## src/sv/mclp_pkg.sv

```systemverilog
// Shared types, codes and constants for the multi-channel LED mode PWM block.
package mclp_pkg;

    // Default sizes handed to the top level.
    localparam int CHANNELS_DEF   = 8;
    localparam int PWM_LEVELS_DEF = 32;

    // Fixed field and register widths.
    localparam int REQ_W      = 2;
    localparam int CHAN_SEL_W = 4;
    localparam int MODE_W     = 2;
    localparam int DRIVE_W    = 8;
    localparam int LEVEL_IN_W = 5;
    localparam int TIME_W     = 16;
    localparam int CFG_IDX_W  = 3;
    localparam int CFG_DATA_W = 16;
    localparam int SAT_W      = 9;

    // Request codes.
    typedef enum logic [REQ_W-1:0] {
        REQ_SET_ONE = 2'd0,
        REQ_SET_ALL = 2'd1,
        REQ_MS_TICK = 2'd2,
        REQ_PWM     = 2'd3
    } t_req;

    // Channel mode codes.
    typedef enum logic [MODE_W-1:0] {
        MODE_ACTIVE   = 2'd0,
        MODE_INACTIVE = 2'd1,
        MODE_SINGLE   = 2'd2,
        MODE_REPEAT   = 2'd3
    } t_mode;

    // Configuration register indexes.
    localparam logic [CFG_IDX_W-1:0] CFG_LEVEL_ACTIVE   = 3'd0;
    localparam logic [CFG_IDX_W-1:0] CFG_LEVEL_INACTIVE = 3'd1;
    localparam logic [CFG_IDX_W-1:0] CFG_LEVEL_FLASH    = 3'd2;
    localparam logic [CFG_IDX_W-1:0] CFG_FLASH_MS       = 3'd3;
    localparam logic [CFG_IDX_W-1:0] CFG_TOGGLE_MS      = 3'd4;
    localparam logic [CFG_IDX_W-1:0] CFG_POLARITY       = 3'd5;

    // Input word.
    typedef struct packed {
        logic [REQ_W-1:0]      req_type;
        logic [CHAN_SEL_W-1:0] chan_sel;
        logic [MODE_W-1:0]     new_mode;
    } t_in_word;

    // Result word.
    typedef struct packed {
        logic [DRIVE_W-1:0] led_drive;
        logic [MODE_W-1:0]  chan_mode;
    } t_out_word;

    // Clamp a written level to the top PWM level.
    function automatic logic [SAT_W-1:0] sat_level(input logic [LEVEL_IN_W-1:0] v,
                                                   input logic [SAT_W-1:0] top);
        logic [SAT_W-1:0] ext;
        ext = {{(SAT_W-LEVEL_IN_W){1'b0}}, v};
        return (ext > top) ? top : ext;
    endfunction

endpackage

```

## src/sv/multi_channel_led_mode_pwm.sv

```systemverilog
// Top level of the multi-channel LED mode controller with software PWM.
//
// Usage: the input channel (i_in_valid, o_in_stall, i_in) carries one word per
// request: set one channel's mode, set every channel's mode, a millisecond tick
// or a PWM tick. Every accepted word yields exactly one result word on the
// output channel (o_out_valid, i_out_stall, o_out) holding the LED drive bits
// and the mode of the selected channel after the update.
// The state updates at the edge that accepts the word, and its result enters the
// result register, or the skid register if a result still waits. One word is
// taken every cycle while o_in_stall is low; all channels update in parallel
// logic, so the single state update per cycle sets that rate. A two-entry output
// buffer (result register plus skid register) lets a word be accepted while the
// previous result still waits. When the receiver stalls, one more word is taken
// into the skid register, then o_in_stall rises until the receiver takes a word.
// Configuration registers are written through i_cfg_we, i_cfg_idx and i_cfg_data;
// level writes clamp to the top level. The user must write them only while the
// block is idle; the block does not enforce this. Reset (synchronous, active
// low) sets every channel inactive with zero timers and levels, clears the PWM
// counter and drive bits, empties the output buffer and selects active-high drive.
module multi_channel_led_mode_pwm
    import mclp_pkg::*;
#(
    parameter int CHANNELS   = CHANNELS_DEF,
    parameter int PWM_LEVELS = PWM_LEVELS_DEF
) (
    input  logic                  i_clk,
    input  logic                  i_rst_n,
    input  logic                  i_in_valid,
    output logic                  o_in_stall,
    input  t_in_word              i_in,
    output logic                  o_out_valid,
    input  logic                  i_out_stall,
    output t_out_word             o_out,
    input  logic                  i_cfg_we,
    input  logic [CFG_IDX_W-1:0]  i_cfg_idx,
    input  logic [CFG_DATA_W-1:0] i_cfg_data
);

    localparam int LW = (PWM_LEVELS > 2) ? $clog2(PWM_LEVELS) : 1;
    localparam int CW = (CHANNELS > 1) ? $clog2(CHANNELS) : 1;
    localparam logic [SAT_W-1:0] LEVEL_TOP = SAT_W'(PWM_LEVELS - 1);
    localparam logic [SAT_W-1:0] LEVEL_CNT = SAT_W'(PWM_LEVELS);
    localparam logic [CHAN_SEL_W:0] CHAN_CNT = (CHAN_SEL_W+1)'(CHANNELS);

    // Configuration registers.
    logic [LW-1:0]     r_lvl_active;
    logic [LW-1:0]     r_lvl_inactive;
    logic [LW-1:0]     r_lvl_flash;
    logic [TIME_W-1:0] r_flash_ms;
    logic [TIME_W-1:0] r_toggle_ms;
    logic              r_pol_high;

    // Channel state.
    logic [MODE_W-1:0] r_mode    [CHANNELS];
    logic              r_phase   [CHANNELS];
    logic [TIME_W-1:0] r_elapsed [CHANNELS];
    logic [LW-1:0]     r_level   [CHANNELS];
    logic [LW-1:0]     r_pwm_cnt;
    logic [DRIVE_W-1:0] r_drive;

    logic [MODE_W-1:0] n_mode    [CHANNELS];
    logic              n_phase   [CHANNELS];
    logic [TIME_W-1:0] n_elapsed [CHANNELS];
    logic [LW-1:0]     n_level   [CHANNELS];
    logic [LW-1:0]     n_pwm_cnt;
    logic [DRIVE_W-1:0] n_drive;

    // Output buffer.
    logic      r_out_valid;
    t_out_word r_out;
    logic      r_skd_valid;
    t_out_word r_skd;

    logic          in_acc;
    logic          out_take;
    logic          chan_ok;
    logic [CW-1:0] chan_idx;
    logic [SAT_W-1:0] pwm_inc;
    t_out_word     res;

    assign in_acc   = i_in_valid && !r_skd_valid;
    assign out_take = r_out_valid && !i_out_stall;
    assign chan_ok  = {1'b0, i_in.chan_sel} < CHAN_CNT;
    assign chan_idx = i_in.chan_sel[CW-1:0];
    assign pwm_inc  = SAT_W'(r_pwm_cnt) + SAT_W'(1);

    // Next channel state for the word at the input.
    always_comb begin
        logic [TIME_W-1:0] e1;
        e1 = '0;
        for (int i = 0; i < CHANNELS; i++) begin
            n_mode[i]    = r_mode[i];
            n_phase[i]   = r_phase[i];
            n_elapsed[i] = r_elapsed[i];
            n_level[i]   = r_level[i];
        end
        n_pwm_cnt = r_pwm_cnt;
        n_drive   = r_drive;
        case (i_in.req_type)
            REQ_SET_ONE: begin
                if (chan_ok) begin
                    n_mode[chan_idx]    = i_in.new_mode;
                    n_elapsed[chan_idx] = '0;
                    n_phase[chan_idx]   = 1'b1;
                end
            end
            REQ_SET_ALL: begin
                for (int i = 0; i < CHANNELS; i++) begin
                    n_mode[i]    = i_in.new_mode;
                    n_elapsed[i] = '0;
                    n_phase[i]   = 1'b1;
                end
            end
            REQ_MS_TICK: begin
                for (int i = 0; i < CHANNELS; i++) begin
                    e1 = (r_elapsed[i] == '1) ? r_elapsed[i] : r_elapsed[i] + TIME_W'(1);
                    n_elapsed[i] = e1;
                    case (r_mode[i])
                        MODE_ACTIVE:   n_level[i] = r_lvl_active;
                        MODE_INACTIVE: n_level[i] = r_lvl_inactive;
                        MODE_SINGLE: begin
                            if (e1 < r_flash_ms) begin
                                n_level[i] = r_lvl_flash;
                            end else begin
                                // Blink is over: fall back to inactive, level held.
                                n_mode[i]    = MODE_INACTIVE;
                                n_elapsed[i] = '0;
                                n_phase[i]   = 1'b1;
                            end
                        end
                        default: begin
                            if (e1 >= r_toggle_ms) begin
                                n_elapsed[i] = '0;
                                n_phase[i]   = !r_phase[i];
                            end
                            n_level[i] = n_phase[i] ? r_lvl_flash : r_lvl_inactive;
                        end
                    endcase
                end
            end
            default: begin
                // PWM tick: advance the wrapping counter and compare every channel.
                n_pwm_cnt = (pwm_inc >= LEVEL_CNT) ? '0 : LW'(pwm_inc);
                n_drive   = '0;
                for (int i = 0; i < DRIVE_W; i++) begin
                    if (i < CHANNELS) begin
                        n_drive[i] = (r_level[i] > n_pwm_cnt) ~^ r_pol_high;
                    end
                end
            end
        endcase
    end

    // Result word.
    always_comb begin
        res.led_drive = n_drive;
        res.chan_mode = chan_ok ? n_mode[chan_idx] : MODE_INACTIVE;
    end

    // State, configuration and output buffer registers.
    always_ff @(posedge i_clk) begin
        if (!i_rst_n) begin
            r_lvl_active   <= '0;
            r_lvl_inactive <= '0;
            r_lvl_flash    <= '0;
            r_flash_ms     <= '0;
            r_toggle_ms    <= '0;
            r_pol_high     <= 1'b1;
            for (int i = 0; i < CHANNELS; i++) begin
                r_mode[i]    <= MODE_INACTIVE;
                r_phase[i]   <= 1'b0;
                r_elapsed[i] <= '0;
                r_level[i]   <= '0;
            end
            r_pwm_cnt   <= '0;
            r_drive     <= '0;
            r_out_valid <= 1'b0;
            r_skd_valid <= 1'b0;
        end else begin
            if (i_cfg_we) begin
                case (i_cfg_idx)
                    CFG_LEVEL_ACTIVE:
                        r_lvl_active <= LW'(sat_level(i_cfg_data[LEVEL_IN_W-1:0], LEVEL_TOP));
                    CFG_LEVEL_INACTIVE:
                        r_lvl_inactive <= LW'(sat_level(i_cfg_data[LEVEL_IN_W-1:0], LEVEL_TOP));
                    CFG_LEVEL_FLASH:
                        r_lvl_flash <= LW'(sat_level(i_cfg_data[LEVEL_IN_W-1:0], LEVEL_TOP));
                    CFG_FLASH_MS:  r_flash_ms  <= i_cfg_data[TIME_W-1:0];
                    CFG_TOGGLE_MS: r_toggle_ms <= i_cfg_data[TIME_W-1:0];
                    CFG_POLARITY:  r_pol_high  <= i_cfg_data[0];
                    default: ;
                endcase
            end
            if (in_acc) begin
                for (int i = 0; i < CHANNELS; i++) begin
                    r_mode[i]    <= n_mode[i];
                    r_phase[i]   <= n_phase[i];
                    r_elapsed[i] <= n_elapsed[i];
                    r_level[i]   <= n_level[i];
                end
                r_pwm_cnt <= n_pwm_cnt;
                r_drive   <= n_drive;
            end
            if (out_take || !r_out_valid) begin
                if (r_skd_valid) begin
                    r_out       <= r_skd;
                    r_out_valid <= 1'b1;
                    r_skd_valid <= 1'b0;
                end else if (in_acc) begin
                    r_out       <= res;
                    r_out_valid <= 1'b1;
                end else begin
                    r_out_valid <= 1'b0;
                end
            end else if (in_acc) begin
                r_skd       <= res;
                r_skd_valid <= 1'b1;
            end
        end
    end

    assign o_in_stall  = r_skd_valid;
    assign o_out_valid = r_out_valid;
    assign o_out       = r_out;

`ifndef SYNTHESIS
    // The skid register only fills behind a waiting result.
    a_skid_behind_out: assert property (@(posedge i_clk) disable iff (!i_rst_n)
        r_skd_valid |-> r_out_valid)
        else $error("skid register holds a word while the result register is empty");

    // Drive bits change only on a PWM tick.
    a_drive_only_pwm: assert property (@(posedge i_clk) disable iff (!i_rst_n)
        (in_acc && (i_in.req_type != REQ_PWM)) |=> (r_drive == $past(r_drive)))
        else $error("drive bits changed on a word that is not a PWM tick");

    // The PWM counter stays below the level count.
    a_pwm_range: assert property (@(posedge i_clk) disable iff (!i_rst_n)
        in_acc |=> (SAT_W'(r_pwm_cnt) < LEVEL_CNT))
        else $error("PWM counter out of range");
`endif

endmodule

```

## config.mk

```make
export PLATFORM = sky130hd
export DESIGN_NAME = multi_channel_led_mode_pwm
export DESIGN_NICKNAME = d
export VERILOG_FILES = /design/src/sv/mclp_pkg.sv /design/src/sv/multi_channel_led_mode_pwm.sv
export SDC_FILE = /design/constraint.sdc
export NUM_CORES = 1
export LEC_CHECK = 0
export ABC_CLOCK_PERIOD_IN_PS = 8200
export BUFFER_PORTS_ARGS = -buffer_cell sky130_fd_sc_hd__buf_4
export CORE_ASPECT_RATIO = 0.8
export CORE_UTILIZATION = 30
export CTS_CLUSTER_SIZE = 28
export DETAILED_ROUTE_END_ITERATION = 7
export PLACE_DENSITY_LB_ADDON = 0.3
export SYNTH_ARGS = -nofsm -noshare
export SYNTH_HDL_FRONTEND = slang
export SYNTH_SLANG_ARGS = --single-unit
export TNS_END_PERCENT = 5
```

## constraint.sdc

```tcl
create_clock -name i_clk -period 8.2 [get_ports i_clk]
set_input_delay 0.82 -clock i_clk [delete_from_list [all_inputs] [get_ports i_clk]]
set_output_delay 0.82 -clock i_clk [all_outputs]
set_load 0.02 [all_outputs]
```

==> parameters.txt <==
Parameter                              Value

GRT
  Via count of the first global-routing pass ... about 19,000
  GR peak layer ... met1
  Remaining Overflow, GRT ... 0
  Global routing usage on met2 ... 0.280
  GRT Total Usage ... 0.194
  GRT met3 Usage ... 0.0309
  Number of antenna violations at the first check in global routing ... 3
  GR Util met1 ... 0.293
  Global-route wire length before repair ... 117,000 µm
  Pin count of the biggest net entering global routing ... 68

Synth
  Gate count after technology mapping ... roughly 2,600
  Ys Warns ... 0
  Main area contributors after synthesis ... sky130_fd_sc_hd__edfxtp_1, sky130_fd_sc_hd__ha_1, sky130_fd_sc_hd__dfxtp_1, sky130_fd_sc_hd__a21oi_1, sky130_fd_sc_hd__nor2_1
  Combinational family with the most area after synthesis ... compound AO/OA/AOI/OAI gates
  Count of unique library cells instantiated by Yosys ... between 80 and 90
  Adder and majority gate portion of the synthesized area ... 0.163
  Share of async-settable or async-resettable flops after synthesis ... 0
  Post-synthesis xor/xnor area fraction ... 0.0446
  Post-synth net total ... 2,957
  Top cell type's share of synthesized area ... 0.276
  Largest area contributor in the netlist ... sky130_fd_sc_hd__edfxtp_1
  Basic-gate share of the synthesized area counting and, or, nand and nor cells ... 0.195
  Flops & latches, synth ... between 200 and 300
  Most used flip-flop cell after synthesis ... sky130_fd_sc_hd__edfxtp_1
  Multiplexer share of the synthesized area ... 0.0238
  Synth Area in Compound Gates ... 0.208
  EDFF count, synth ... 212
  Share of synthesized area occupied by flip-flops and latches ... 0.330
  Post-Synthesis Mean Instance Area ... around 9 µm²
  Combined area of all synthesized cells ... between 20,000 and 25,000 µm²

Pwr
  Static power due to leakage ... between 0.009 and 0.01 µW
  Worst ir drop on vdd ... between 0.0001 and 0.00015 V
  Power Total ... roughly 4400 µW
  Areal power density over the cells ... between 150 and 200 nW/µm²

Critical path
  R2R depth ... 18
  Endpoint arrival time on the critical path ... 5.92 ns
  Kind of end point of the critical path ... flop
  Reg-to-reg slack, setup ... ~2.6 ns
  Worst EP required ... 8.50 ns
  Highest net fanout along the worst path ... 10
  Slowest Stage Delay on Critical Path ... ~0.65 ns
  Cell-by-cell trace of the critical path ... ha_1, nand4_1, nor4_2, nor2_1, and3_1, and3_1, nand3_1, nor2_1, xor2_1, ha_1, and4_1, nor4b_1, o311ai_0, o21ai_1, o21ai_0, o21bai_2, o21ai_0, a21o_1
  Destination of the worst register-to-register timing path ... r_elapsed[0][5]
  Category of the most critical setup path ... flop to flop
  Beginning of the worst register-to-register path ... r_elapsed[0][0]
  Startpoint types ... flop
  Critical Path Slowest Stage Cell ... sky130_fd_sc_hd__nor4_2

Cells and area
  Most frequent cells in the layout ... sky130_fd_sc_hd__ha_1, sky130_fd_sc_hd__nor2_1, sky130_fd_sc_hd__nand2_1
  Area growth, synth to finish ... 11.0%
  Number of nets in the final layout ... roughly 2,900
  Share of layout cells above drive strength 1 ... 0.0861
  Most common cell after layout, fill and taps aside ... sky130_fd_sc_hd__ha_1

Placement
  Number of port buffers ... 43
  Gpl congestion ... 0.962
  Post-DP HPWL ... around 55,000 µm

Routing
  Antenna viol nets, final ... 0
  Avg WL per Cell ... around 21 µm
  First-pass DRT Iterations ... 7
  Drt total wl ... just under 80,000 µm
  Number of DRC violations after detailed routing ... 0
  Number of vias in the routed layout ... between 20,000 and 25,000
  Drt via density ... between 5 and 6
  Number of DRC markers after the initial detailed-route iteration ... ~2,300

Floorplanning
  Site row count ... 90
  Area of the placeable core ... 75,800 µm²
  Vertical extent of the die ... roughly 250 µm
  Die Outline Area ... roughly 78,000 µm²
  Width of the die ... about 310 µm
  Top Ports ... 44
  Starting density of the core ... 0.305

Clock network
  Insertion delay to the later sink of the worst-skew pair ... between 0.5 and 0.6 ns
  Post-CTS setup buffers ... 0
  CTS sink cnt ... about 280
  Hold-fix buffer count after cts ... 0
  Maximum level of the CTS H-tree ... 2
  Clock-pin transition on the worst setup and hold timing paths ... 0.06 ns
  TritonCTS clock tree ... built
  CTS Buffer Depth ... 3
  Post-cts repair resize count ... 0
  Number of buffers added by the clock tree synthesis step ... 35
  Clock root buffer master ... sky130_fd_sc_hd__clkbuf_16

STA
  Hold Violations, Final ... 0
  Worst Clk Skew ... about 0.021 ns
  Minimum period implied by the final worst setup slack ... around 5.6 ns
  Tcrit/Tclk final ... 0.685
  Final setup violating endpoints ... 0
  Unrepaired setup endpoints after global routing ... false
  Achievable Freq ... 0.178 GHz
  Total negative slack for setup checks ... 0 ns
  Worst slew margin ... 0.191
  Worst Max-Slew Pin Slew ... between 1 and 1.5 ns
  Max Transition Viols Final ... 0

Worst hold path
  Min-Delay Endpoint ... r_toggle_ms[1]
  Hold path cells ... 2
  Startpoint of the worst hold path ... r_toggle_ms[1]
  Worst Hold Class ... flop to flop

Run
  Maximum capacitance violations ... 0

Run status
  Status ... completed
area by class of cell:
class	instances	area, µm²
sequential	275	7630
clock buffer	47	1020
timing repair buffer	71	533
fill	7807	50100
tap	1012	1270
multi-input combinational	2141	14700
clock inverter	15	160
inverter	86	323
antenna	1	2.50
registers in the layout, summed over array words and instances (netlist names), 5 cells and up:
register and flops:
r_mode 16, r_lvl_active 5, r_elapsed 128, o_out 10, r_drive 8, r_phase 8
r_toggle_ms 16, r_lvl_flash 5, r_lvl_inactive 5, r_level 40, r_pwm_cnt 5, r_flash_ms 16
r_skd 10
kinds of logic after synthesis:
kind of cell,after synthesis
AND/OR/NAND/NOR,936
AO/OA/AOI/OAI,736
adder cells (fa/ha/maj),301
flip-flops,275
buffers and inverters,208
XOR/XNOR,116
multiplexers,52
power breakdown:
| group | total, µW | internal, µW | switching [µW] |
|---|---|---|---|
| sequential | 1750 | 1620 | 130 |
| combinational | 1060 | 412 | 643 |
| clock | 1640 | 976 | 662 |
| total | 4450 | 3010 | 1440 |
metrics by stage:
step / util / instance area (µm²) / cells / hold WS (ns) / setup slack [ns]
after floorplan: - / 23100 / 2624 / 0.434 / 0.177
after global placement: 0.323 / 24500 / 3585 / 0.442 / 2.74
after detailed placement: 0.323 / 24500 / 3585 / 0.447 / 2.73
after CTS: 0.338 / 25600 / 3647 / 0.455 / 2.69
after global routing: 0.338 / 25600 / 3647 / 0.470 / 2.29
final: 0.338 / 25700 / 3648 / 0.453 / 2.58
cell usage after synthesis (24+ instances only):
library cell               count
sky130_fd_sc_hd__nand2_1     243
sky130_fd_sc_hd__nor2_1      280
sky130_fd_sc_hd__clkbuf_1    104
sky130_fd_sc_hd__o211ai_1     26
sky130_fd_sc_hd__nand3_1      70
sky130_fd_sc_hd__a31oi_1      41
sky130_fd_sc_hd__nor3_1       69
sky130_fd_sc_hd__nand4_1      61
sky130_fd_sc_hd__and3_1       35
sky130_fd_sc_hd__ha_1        301
sky130_fd_sc_hd__o221a_2      30
sky130_fd_sc_hd__a21o_1       51
sky130_fd_sc_hd__a22oi_1      76
sky130_fd_sc_hd__dfxtp_1      63
sky130_fd_sc_hd__mux2i_1      28
sky130_fd_sc_hd__nand2b_1     42
sky130_fd_sc_hd__xnor2_1      57
sky130_fd_sc_hd__mux2_2       24
sky130_fd_sc_hd__o21a_1       33
sky130_fd_sc_hd__xor2_1       57
sky130_fd_sc_hd__inv_1        82
sky130_fd_sc_hd__edfxtp_1    212
sky130_fd_sc_hd__a21oi_1     214
sky130_fd_sc_hd__o21ai_0     144
how the worst max path moves through the flow:
stage | from | endpoint | cells after the start
6_report | r_elapsed[0][0] | r_elapsed[0][5] | 18
5_1_grt | r_elapsed[0][0] | r_elapsed[0][5] | 18
2_1_floorplan | i_in[6] | r_elapsed[0][0] | 6
4_1_cts | r_elapsed[0][0] | r_elapsed[0][5] | 18
3_3_place_gp | r_elapsed[0][0] | r_elapsed[0][14] | 18
3_5_place_dp | r_elapsed[0][0] | r_elapsed[0][5] | 18
critical path: cells and delay by family (launching register included):
kind / cells / cell delay (ns)
adder cells (fa/ha/maj): 2 / 0.57
AO/OA/AOI/OAI: 6 / 1.71
AND/OR/NAND/NOR: 9 / 2.42
flip-flops: 1 / 0.47
XOR/XNOR: 1 / 0.18
layer usage:
layer,vias to the layer above,wire (µm)
met5,-,19
met4,4,2000
met3,138,5850
met2,744,31500
met1,9739,38100
li1,9853,-
Power figures use the tool's default switching activity.
